===== config.mk =====
export PLATFORM = sky130hd
export DESIGN_NAME = bounded_integer_set_table_core
export DESIGN_NICKNAME = d
export VERILOG_FILES = /design/src/rtl/core/bist_pkg.sv /design/src/rtl/core/bist_dp.sv /design/src/rtl/core/bist_ctrl.sv /design/src/rtl/core/bounded_integer_set_table_core.sv
export SDC_FILE = /design/constraint.sdc
export NUM_CORES = 2
export LEC_CHECK = 0
export BUFFER_PORTS_ARGS = -buffer_cell sky130_fd_sc_hd__buf_2
export CORE_MARGIN = 2
export CORE_UTILIZATION = 63
export CTS_BUF_LIST = sky130_fd_sc_hd__clkbuf_4 sky130_fd_sc_hd__clkbuf_8 sky130_fd_sc_hd__clkbuf_16
export DETAILED_ROUTE_END_ITERATION = 6
export PLACE_DENSITY = 0.79
export SLEW_MARGIN = 10
export SYNTH_ARGS = -nofsm -noshare
export SYNTH_HDL_FRONTEND = slang
export SYNTH_SLANG_ARGS = --single-unit
export TNS_END_PERCENT = 20

===== constraint.sdc =====
create_clock -name clk -period 7.82 [get_ports clk]
set_input_delay 0.782 -clock clk [delete_from_list [all_inputs] [get_ports clk]]
set_output_delay 0.782 -clock clk [all_outputs]
set_load 0.02 [all_outputs]

===== src/rtl/core/bist_pkg.sv =====
// Package with sizes, request codes and controller types for the bounded integer set table.
`default_nettype none
package bist_pkg;

    localparam int CAPACITY = 128;
    localparam int IDX_W    = (CAPACITY > 1) ? $clog2(CAPACITY) : 1;
    localparam int CNT_W    = $clog2(CAPACITY + 1);
    localparam int VAL_W    = 32;
    localparam int OP_W     = 2;
    localparam int POS_W    = 7;
    localparam int COUNT_W  = 8;

    localparam logic [OP_W-1:0] OP_ADD   = 2'd0;
    localparam logic [OP_W-1:0] OP_DEL   = 2'd1;
    localparam logic [OP_W-1:0] OP_QUERY = 2'd2;

    typedef enum logic [2:0] {
        ST_IDLE,
        ST_SCAN_RD,
        ST_SCAN_CMP,
        ST_EXEC,
        ST_SHIFT_RD,
        ST_SHIFT_WR,
        ST_FINISH
    } ctrl_state_t;

    typedef struct packed {
        logic capture;
        logic idx_inc;
        logic idx_from_slot;
        logic hit;
        logic rd_en;
        logic wr_append;
        logic wr_shift;
        logic cnt_inc;
        logic cnt_dec;
        logic acc_set;
        logic acc_val;
        logic load_out;
    } dp_cmd_t;

    typedef struct packed {
        logic [OP_W-1:0]  op;
        logic             at_end;
        logic             match;
        logic             found;
        logic             full;
        logic [CNT_W-1:0] count;
    } dp_status_t;

    function automatic logic [POS_W-1:0] to_position(input logic [IDX_W-1:0] slot);
        logic [IDX_W+POS_W-1:0] wide;
        wide = {{POS_W{1'b0}}, slot};
        return wide[POS_W-1:0];
    endfunction

    function automatic logic [COUNT_W-1:0] to_count(input logic [CNT_W-1:0] cnt);
        logic [CNT_W+COUNT_W-1:0] wide;
        wide = {{COUNT_W{1'b0}}, cnt};
        return wide[COUNT_W-1:0];
    endfunction

endpackage
`default_nettype wire


===== src/rtl/core/bist_dp.sv =====
// Datapath of the set table: element memory, scan index, count and result registers.
`default_nettype none
module bist_dp (
    input  logic                         clk,
    input  logic                         rst_n,
    input  bist_pkg::dp_cmd_t            cmd,
    output bist_pkg::dp_status_t         status,
    input  logic [bist_pkg::OP_W-1:0]    op,
    input  logic signed [bist_pkg::VAL_W-1:0] value,
    output logic                         accepted,
    output logic                         found,
    output logic [bist_pkg::POS_W-1:0]   position,
    output logic [bist_pkg::COUNT_W-1:0] count,
    output logic                         is_full,
    output logic                         is_empty
);
    import bist_pkg::*;

    logic [VAL_W-1:0] mem [CAPACITY];

    logic [OP_W-1:0]    op_reg;
    logic [VAL_W-1:0]   value_reg;
    logic [CNT_W-1:0]   idx_reg;
    logic [CNT_W-1:0]   idx_next;
    logic [CNT_W-1:0]   idx_dec;
    logic [IDX_W-1:0]   slot_reg;
    logic               found_reg;
    logic               acc_reg;
    logic [CNT_W-1:0]   cnt_reg;
    logic [CNT_W-1:0]   cnt_next;
    logic [VAL_W-1:0]   rd_data_reg;
    logic [IDX_W-1:0]   wr_addr;
    logic               cnt_full;

    logic               accepted_reg;
    logic               found_out_reg;
    logic [POS_W-1:0]   position_reg;
    logic [COUNT_W-1:0] count_reg;
    logic               is_full_reg;
    logic               is_empty_reg;

    assign idx_dec  = idx_reg - 1'b1;
    assign cnt_full = (cnt_reg == CNT_W'(CAPACITY));
    assign wr_addr  = cmd.wr_append ? cnt_reg[IDX_W-1:0] : idx_dec[IDX_W-1:0];

    always_comb
    begin
        idx_next = idx_reg;
        if (cmd.capture)
        begin
            idx_next = '0;
        end
        else if (cmd.idx_from_slot)
        begin
            idx_next = CNT_W'(slot_reg) + 1'b1;
        end
        else if (cmd.idx_inc)
        begin
            idx_next = idx_reg + 1'b1;
        end
    end

    always_comb
    begin
        cnt_next = cnt_reg;
        if (cmd.cnt_inc)
        begin
            cnt_next = cnt_reg + 1'b1;
        end
        else if (cmd.cnt_dec)
        begin
            cnt_next = cnt_reg - 1'b1;
        end
    end

    always_ff @(posedge clk or negedge rst_n)
    begin
        if (!rst_n)
        begin
            cnt_reg <= '0;
        end
        else
        begin
            cnt_reg <= cnt_next;
        end
    end

    always_ff @(posedge clk)
    begin
        idx_reg <= idx_next;
        if (cmd.capture)
        begin
            op_reg    <= op;
            value_reg <= $unsigned(value);
            found_reg <= 1'b0;
            slot_reg  <= '0;
            acc_reg   <= 1'b0;
        end
        if (cmd.hit)
        begin
            found_reg <= 1'b1;
            slot_reg  <= idx_reg[IDX_W-1:0];
        end
        if (cmd.acc_set)
        begin
            acc_reg <= cmd.acc_val;
        end
        if (cmd.load_out)
        begin
            accepted_reg  <= acc_reg;
            found_out_reg <= found_reg;
            position_reg  <= found_reg ? to_position(slot_reg) : '0;
            count_reg     <= to_count(cnt_reg);
            is_full_reg   <= cnt_full;
            is_empty_reg  <= (cnt_reg == '0);
        end
    end

    always_ff @(posedge clk)
    begin
        if (cmd.rd_en)
        begin
            rd_data_reg <= mem[idx_reg[IDX_W-1:0]];
        end
        if (cmd.wr_append)
        begin
            mem[wr_addr] <= value_reg;
        end
        else if (cmd.wr_shift)
        begin
            mem[wr_addr] <= rd_data_reg;
        end
    end

    assign status.op     = op_reg;
    assign status.at_end = (idx_reg == cnt_reg);
    assign status.match  = (rd_data_reg == value_reg);
    assign status.found  = found_reg;
    assign status.full   = cnt_full;
    assign status.count  = cnt_reg;

    assign accepted = accepted_reg;
    assign found    = found_out_reg;
    assign position = position_reg;
    assign count    = count_reg;
    assign is_full  = is_full_reg;
    assign is_empty = is_empty_reg;

endmodule
`default_nettype wire


===== src/rtl/core/bist_ctrl.sv =====
// Controller state machine that sequences the scan, append, shift and result hand-off.
`default_nettype none
module bist_ctrl (
    input  logic                 clk,
    input  logic                 rst_n,
    input  logic                 in_valid,
    output logic                 in_ready,
    output logic                 out_valid,
    input  logic                 out_ready,
    input  bist_pkg::dp_status_t status,
    output bist_pkg::dp_cmd_t    cmd
);
    import bist_pkg::*;

    ctrl_state_t state_reg;
    ctrl_state_t state_next;
    logic        out_valid_reg;
    logic        out_valid_next;
    logic        out_free;

    assign out_free = !out_valid_reg || out_ready;

    always_comb
    begin
        state_next = state_reg;
        unique case (state_reg)
            ST_IDLE:
            begin
                if (in_valid)
                begin
                    state_next = ST_SCAN_RD;
                end
            end
            ST_SCAN_RD:
            begin
                state_next = status.at_end ? ST_EXEC : ST_SCAN_CMP;
            end
            ST_SCAN_CMP:
            begin
                state_next = status.match ? ST_EXEC : ST_SCAN_RD;
            end
            ST_EXEC:
            begin
                if ((status.op == OP_DEL) && status.found)
                begin
                    state_next = ST_SHIFT_RD;
                end
                else
                begin
                    state_next = ST_FINISH;
                end
            end
            ST_SHIFT_RD:
            begin
                state_next = status.at_end ? ST_FINISH : ST_SHIFT_WR;
            end
            ST_SHIFT_WR:
            begin
                state_next = ST_SHIFT_RD;
            end
            ST_FINISH:
            begin
                if (out_free)
                begin
                    state_next = ST_IDLE;
                end
            end
            default:
            begin
                state_next = ST_IDLE;
            end
        endcase
    end

    always_comb
    begin
        cmd            = '0;
        out_valid_next = out_valid_reg && !out_ready;
        unique case (state_reg)
            ST_IDLE:
            begin
                cmd.capture = in_valid;
            end
            ST_SCAN_RD:
            begin
                cmd.rd_en = !status.at_end;
            end
            ST_SCAN_CMP:
            begin
                cmd.hit     = status.match;
                cmd.idx_inc = !status.match;
            end
            ST_EXEC:
            begin
                cmd.acc_set = 1'b1;
                case (status.op)
                    OP_ADD:
                    begin
                        if (!status.full)
                        begin
                            cmd.acc_val   = 1'b1;
                            cmd.wr_append = !status.found;
                            cmd.cnt_inc   = !status.found;
                        end
                    end
                    OP_DEL:
                    begin
                        cmd.acc_val       = status.found;
                        cmd.idx_from_slot = status.found;
                    end
                    OP_QUERY:
                    begin
                        cmd.acc_val = status.found;
                    end
                    default:
                    begin
                        cmd.acc_val = 1'b0;
                    end
                endcase
            end
            ST_SHIFT_RD:
            begin
                cmd.rd_en   = !status.at_end;
                cmd.cnt_dec = status.at_end;
            end
            ST_SHIFT_WR:
            begin
                cmd.wr_shift = 1'b1;
                cmd.idx_inc  = 1'b1;
            end
            ST_FINISH:
            begin
                cmd.load_out = out_free;
                if (out_free)
                begin
                    out_valid_next = 1'b1;
                end
            end
            default:
            begin
                cmd = '0;
            end
        endcase
    end

    always_ff @(posedge clk or negedge rst_n)
    begin
        if (!rst_n)
        begin
            state_reg     <= ST_IDLE;
            out_valid_reg <= 1'b0;
        end
        else
        begin
            state_reg     <= state_next;
            out_valid_reg <= out_valid_next;
        end
    end

    assign in_ready  = (state_reg == ST_IDLE);
    assign out_valid = out_valid_reg;

endmodule
`default_nettype wire


===== src/rtl/core/bounded_integer_set_table_core.sv =====
// Top level of the bounded integer set table: controller, datapath and checks.
// Each request scans the stored entries in order (a read, then a compare per entry, up to
// 128 entries) and then executes; a delete that finds its value then shifts the later
// entries down. Requests are taken one at a time: in_ready is high only while idle, which
// the block re-enters as its result is issued; a result not yet taken stalls the block.
// Reset clears the count and the controller; memory contents need no clearing.
`default_nettype none
module bounded_integer_set_table_core (
    input  logic                                 clk,
    input  logic                                 rst_n,
    input  logic                                 in_valid,
    output logic                                 in_ready,
    input  logic [bist_pkg::OP_W-1:0]            op,
    input  logic signed [bist_pkg::VAL_W-1:0]    value,
    output logic                                 out_valid,
    input  logic                                 out_ready,
    output logic                                 accepted,
    output logic                                 found,
    output logic [bist_pkg::POS_W-1:0]           position,
    output logic [bist_pkg::COUNT_W-1:0]         count,
    output logic                                 is_full,
    output logic                                 is_empty
);
    import bist_pkg::*;

    dp_cmd_t    cmd;
    dp_status_t status;

    bist_ctrl u_ctrl (
        .clk       (clk),
        .rst_n     (rst_n),
        .in_valid  (in_valid),
        .in_ready  (in_ready),
        .out_valid (out_valid),
        .out_ready (out_ready),
        .status    (status),
        .cmd       (cmd)
    );

    bist_dp u_dp (
        .clk      (clk),
        .rst_n    (rst_n),
        .cmd      (cmd),
        .status   (status),
        .op       (op),
        .value    (value),
        .accepted (accepted),
        .found    (found),
        .position (position),
        .count    (count),
        .is_full  (is_full),
        .is_empty (is_empty)
    );

    a_count_bound: assert property (@(posedge clk) disable iff (!rst_n)
        status.count <= CNT_W'(CAPACITY))
        else $error("Element count exceeds capacity.");

    a_busy_after_request: assert property (@(posedge clk) disable iff (!rst_n)
        in_valid && in_ready |=> !in_ready)
        else $error("Block took a request while another was in progress.");

    a_no_grow_and_shrink: assert property (@(posedge clk) disable iff (!rst_n)
        !(cmd.cnt_inc && cmd.cnt_dec))
        else $error("Count incremented and decremented in the same cycle.");

    a_position_zero_on_miss: assert property (@(posedge clk) disable iff (!rst_n)
        out_valid && !found |-> position == '0)
        else $error("Nonzero position reported for an absent value.");

endmodule
`default_nettype wire

Word-level counts from Yosys, hierarchy flattened
Memory sizes are Yosys's and may differ from the RTL's. A register that Yosys moved wholly into a read port is not among the register bits.
Index checks and enable logic that the tools add are counted.
{ "op_classes": {"n_addsub": 5, "n_eq_ne": 13, "reduce_logical": 18, "n_mux": 39, "bitwise_logic": 1} }
{ "ops": {"columns": ["cell", "count"], "rows": [
  ["$eq 32x32->1", 1],
  ["$mux 32", 1],
  ["$mux 8", 4],
  ["$mux 1", 22],
  ["$mux 7", 3],
  ["$pmux 3 s7", 1],
  ["$add 8x1->8 const B", 2],
  ["$eq 3x3->1 const B", 3],
  ["$add 7x1->8 const B", 1],
  ["$eq 8x8->1", 1],
  ["$eq 8x8->1 const B", 1],
  ["$logic_not 8->1", 1],
  ["$mux 2", 4],
  ["$reduce_bool 2->1", 4],
  ["$sub 8x1->8 const B", 1],
  ["$sub 7x1->7 const B", 1],
  ["$eq 3x2->1 const B", 2],
  ["$mux 3", 2],
  ["$logic_not 1->1", 5],
  ["$pmux 1 s2", 2],
  ["$reduce_or 2->1", 2],
  ["$eq 3x1->1 const B", 1],
  ["$logic_not 3->1", 1],
  ["$eq 2x1->1 const B", 1],
  ["8 further kinds", 9]
]} }
{ "word_totals": {"out_inout_bits": 21, "n_memories": 1, "elab_cells": 92, "in_bits": 38, "ram_bits": 4096, "ff_bits": 82} }
{ "memory_table": {"columns": ["memory", "words", "word_bits", "rd", "rd_clocked_by_memory_dff", "write_ports", "line_no", "source"], "rows": [
  ["u_dp.mem", 128, 32, 1, 1, 1, "bist_dp.sv:19", "logic [VAL_W-1:0] mem [CAPACITY];"]
]} }

Longest topological paths before layout
{ "logic_depth": {"ltp_word": 7, "ltp_mapped": 16, "mapped_depth_nobuf": 13} }

Modules after synthesis
A second synthesis with hierarchy kept.
{ "unflattened": {"hier_cells": 7631, "hier_area_um2": 162462.1} }
{ "modules_own_cells": {"columns": ["module", "area_per_inst_um2", "n_inst", "seq_area_each_um2", "cells_per_inst"], "rows": [
  ["bist_dp", 162031.7, 1, 126171.0, 7581],
  ["bist_ctrl", 430.4, 1, 100.1, 50]
]} }

Least setup slack after synthesis
No wires, ideal clock.
{ "synth_timing": {"kind": "flip-flop to flip-flop", "startpoint": "reg u_dp.idx_reg[0]", "endpoint": "mem u_dp.mem[124][0] (enable)", "t_required_ns": 7.352, "synth_period_minus_slack_ns": 5.463, "n_path_buf": 8, "path_slack_ns": 2.357, "setup_time_ns": 0.468, "t_arrival_ns": 4.995, "path_stages_with_launch": 16, "path_cell_list": "dfxtp_1 > buf_4 > buf_4 > buf_6 > buf_4 > buf_6 > buf_4 > buf_4 > inv_1 > ha_1 > nand2_1 > xnor2_1 > and3_1 > a31oi_1 > clkbuf_1 > nor3b_1"} }
{ "synth_via": {"elab_chain_len": 2} }
{ "synth_rtl": {"columns": ["item", "line_no", "source"], "rows": [
  ["start, declared", "bist_dp.sv:23", "logic [CNT_W-1:0] idx_reg;"],
  ["start signal, assigned", "bist_dp.sv:90", "idx_reg <= idx_next;"],
  ["$sub 7x1->7", "bist_dp.sv:42", "assign idx_dec = idx_reg - 1'b1;"],
  ["$mux 7", "bist_dp.sv:44", "assign wr_addr = cmd.wr_append ? cnt_reg[IDX_W-1:0] : idx_dec[IDX_W-1:0];"],
  ["end, declared", "bist_dp.sv:19", null]
]} }
Every way passes these cells.

Final worst setup path
{ "layout_timing": {"startpoint": "reg u_dp.idx_reg[1]", "endpoint": "reg u_dp.rd_data_reg[11], read port of u_dp.mem (data pin)"} }
{ "layout_via": {"elab_chain_len": 3} }
{ "layout_rtl": {"columns": ["item", "line_no", "source"], "rows": [
  ["$eq 8x8->1", "bist_dp.sv:136", "assign status.at_end = (idx_reg == cnt_reg);"],
  ["$logic_not 1->1", "bist_ctrl.sv:86, bist_ctrl.sv:123", null],
  ["$mux 1", null, null],
  ["end, declared", "bist_dp.sv:31", "logic [VAL_W-1:0] rd_data_reg;"]
]} }
Parallel ways exist; a longest one is shown, timed or not.
A chain may end at the register's enable or synchronous reset.

==> out/qor.txt <==
status - finished, violations left
failing checks - DRC
Syn Nets - 7668
Synth area leader - edfxtp_1
Seq pwr share - 55.0%
total grt overflow - 0
clock slew at reported path FFs - 60 ps
ranking of synthesized cells by area - edfxtp_1 (77%), mux4_2 (13%), mux2i_1 (1.7%), nand2_1 (0.90%), a211oi_1 (0.57%)
Final TNS setup - 0 ps
global placement routability congestion - 0.929
clock share of power - 44.9%
Req. time, crit path - 8610 ps
worst reg2reg startpoint - u_dp.idx_reg[1]
fmax - 197 MHz
crit path buf inv count - 2
sw power - 8.39 mW
Num CTS Buffers - 410
Worst path top cell family by delay - compound AO/OA/AOI/OAI gates
worst-case clock buffer depth - 4
CP endpoint kind - flip-flop
worst r2r path cells - 8
crit-path max FO - 89
GRT Util Overall - 36.0%
DR iter-0 viols - 15700
Die Span X - 514 um
max incr delay on CP - 1110 ps
clock sink total - 4210
critical path startpoint - u_dp.idx_reg[1]
post-route minimum period - 5060 ps
largest net degree at the start of global routing - 126
switch share - 18.9%
worst setup path class - reg -> reg
area grow syn2layout - 11.9%
Max Clock Skew - 123 ps
reg2reg setup slack - 2760 ps
Via Count - 87000
Vias/cell - 7.46
crit path DAT - 5850 ps
# fillers - 13900
ys flop type - edfxtp_1
layout cells sized above 1 - 27.0%
Comb pwr share - 0.1%
area occupied by multi-input gates - 36000 um2
R2R Path End - u_dp.rd_data_reg[11]
worst skew pair latency - 1050 ps
Wirelength per Cell - 40.6 um
Reg area - 126000 um2
pwr/cell area - 242 nW/um2
Critical Path Start Type - flip-flop
headroom to the max-slew limit - 2.88%
CTS root buf - clkbuf_16
worst hold path type - in -> reg
Final ANT Viol Nets - 0
Die ar. - 264000 um2
Netlist cell types - 66
Top Ports - 59
Post-CTS Resized - 0
count leader, synth - edfxtp_1
nets - 7991
PortBufs - 58
DIE HEIGHT - 514 um
post-CTS setup buffer count - 0
leak pwr - 56.3 nW
EDFF count, synth - 4189
worst-margin pin slew - 1450 ps
H-tree depth - 5
Post-Syn Area - 164000 um2
num rows - 187
crit-path cells - buf_12 -> buf_4 -> mux4_2 -> nor2b_1 -> a211oi_1 -> a311oi_1 -> a21oi_1 -> a22oi_1
unrepaired setup endpoints after global routing - false
Yosys reg bits - 4210
P_int - 36.0 mW
Largest register FFs - 4096
Min-Delay Path Depth - 1
Tot Pwr - 44.4 mW
TritonCTS clock tree - done
Final Setup Violations - 0
first-pass GRT wire length - 658 mm
Starting Density - 63.2%
Synth Instances - 7618
Async SR Flop Fraction - 0.285%
antenna violations before repair - 24
max-slew violations - 0
Final Hold Vio Count - 0
Yosys top cell area share - 76.9%
slowest CP cell - a311oi_1
Core Area - 259000 um2
vias in the first global route - 86300
final period utilization - 64.8%
Endpoint, Worst Hold - u_dp.op_reg[1]
Max Cap Violations - 0
Synth top cells by count - edfxtp_1 (4189), mux4_2 (964), nand2_1 (391), mux2i_1 (284), clkbuf_1 (192)
Peak supply drop - 0.196 mV
hold path startpoint - op[1]
DRC errors left - 2
Synth Area per Inst - 21.5 um2
HPWL Detailed - 244 mm
final wirelength - 473 mm
yosys warns - 0
register area share after synthesis - 77.2%
Pre-antenna DRT Iters - 7
[area by class of cell]
class / instances / share of cell area, %
Sequential cell: 4210 / 69.0
Multi-Input combinational cell: 2933 / 19.7
Clock buffer: 497 / 6.02
Tap cell: 3402 / 2.33
Timing Repair Buffer: 375 / 1.67
Clock inverter: 226 / 1.29
Inverter: 11 / 0.0267
Antenna cell: 15 / 0.0205
[stage by stage]
step,util [%],cell area (um2),setup WS (ps),hold slack (ps),instances
after floorplan,-,164000,2360,400,7618
after global placement,65.3,169000,2070,586,10900
after CTS,70.6,183000,3080,15.0,11700
after global routing,70.7,183000,2820,25.6,11700
after detailed placement,65.3,169000,3130,596,10900
final,70.7,183000,2760,68.0,11700
[layout by cell type (no fill, tap or decap), types with 33 or more instances in the layout]
cell type,count
a211oi_1,122
a21oi_1,117
a221oi_1,35
a22oi_1,50
a31oi_1,86
buf_2,58
buf_4,257
bufinv_16,47
clkbuf_16,416
clkbuf_4,81
clkinv_1,84
clkinv_2,66
dlygate4sd3_1,33
edfxtp_1,4189
mux2_2,74
mux2i_1,284
mux4_2,964
nand2_1,359
nor2_1,51
nor2b_1,107
nor3_2,114
o21a_1,57
o21ai_0,96
xor2_1,47
[worst max path at each step]
stage,depth (start not counted),to
after global placement,6,u_dp.rd_data_reg[15]
after floorplan,15,u_dp.mem[124][0]
after detailed placement,11,u_dp.mem[20][21]
after global routing,8,u_dp.mem[20][25]
final,8,u_dp.rd_data_reg[11]
after CTS,8,u_dp.mem[20][0]
[routing by layer]
layer  vias to the layer above  wire [um]  share of wire (%)  track usage, %
met5                         -         82              0.017               0
met4                        12      36100                7.6            22.3
met3                      1583      67800                 14            11.6
met2                      8109     219000                 46            54.7
met1                     44800     151000                 32            45.7
li1                      32500          -                  -               -
[logic make-up (layout without fill, tap and decap cells)]
kind of cell | count (synthesis) | after routing | share of synthesized area [%]
muxes | 1322 | 1322 | 15.5
xor gates and xnor gates | 61 | 61 | 0.327
adders and majority gates | 12 | 12 | 0.0964
other | 0 | 15 | 0
AOI/OAI and AO/OA | 732 | 732 | 3.04
DFF | 4210 | 4210 | 77.2
buffers and inverters | 475 | 1109 | 1.53
and+or+nand+nor | 806 | 806 | 2.29
[power by group through the flow]
stage	sequential [mW]	combinational, mW	clock, mW
after CTS	24.4	0.0267	20.0
after floorplan	24.9	0.0000906	0
after global placement	24.9	0.0126	0
final	24.4	0.0278	19.9
after detailed placement	24.9	0.0131	0
after global routing	24.4	0.0291	20.8
[repair_timing]
action / in CTS / in global routing
hold buffers: 33 / 0
hold endpoints to repair: 44 / 0
endpoints found under the setup margin: 0 / 0
Power figures use the tool's default switching activity.
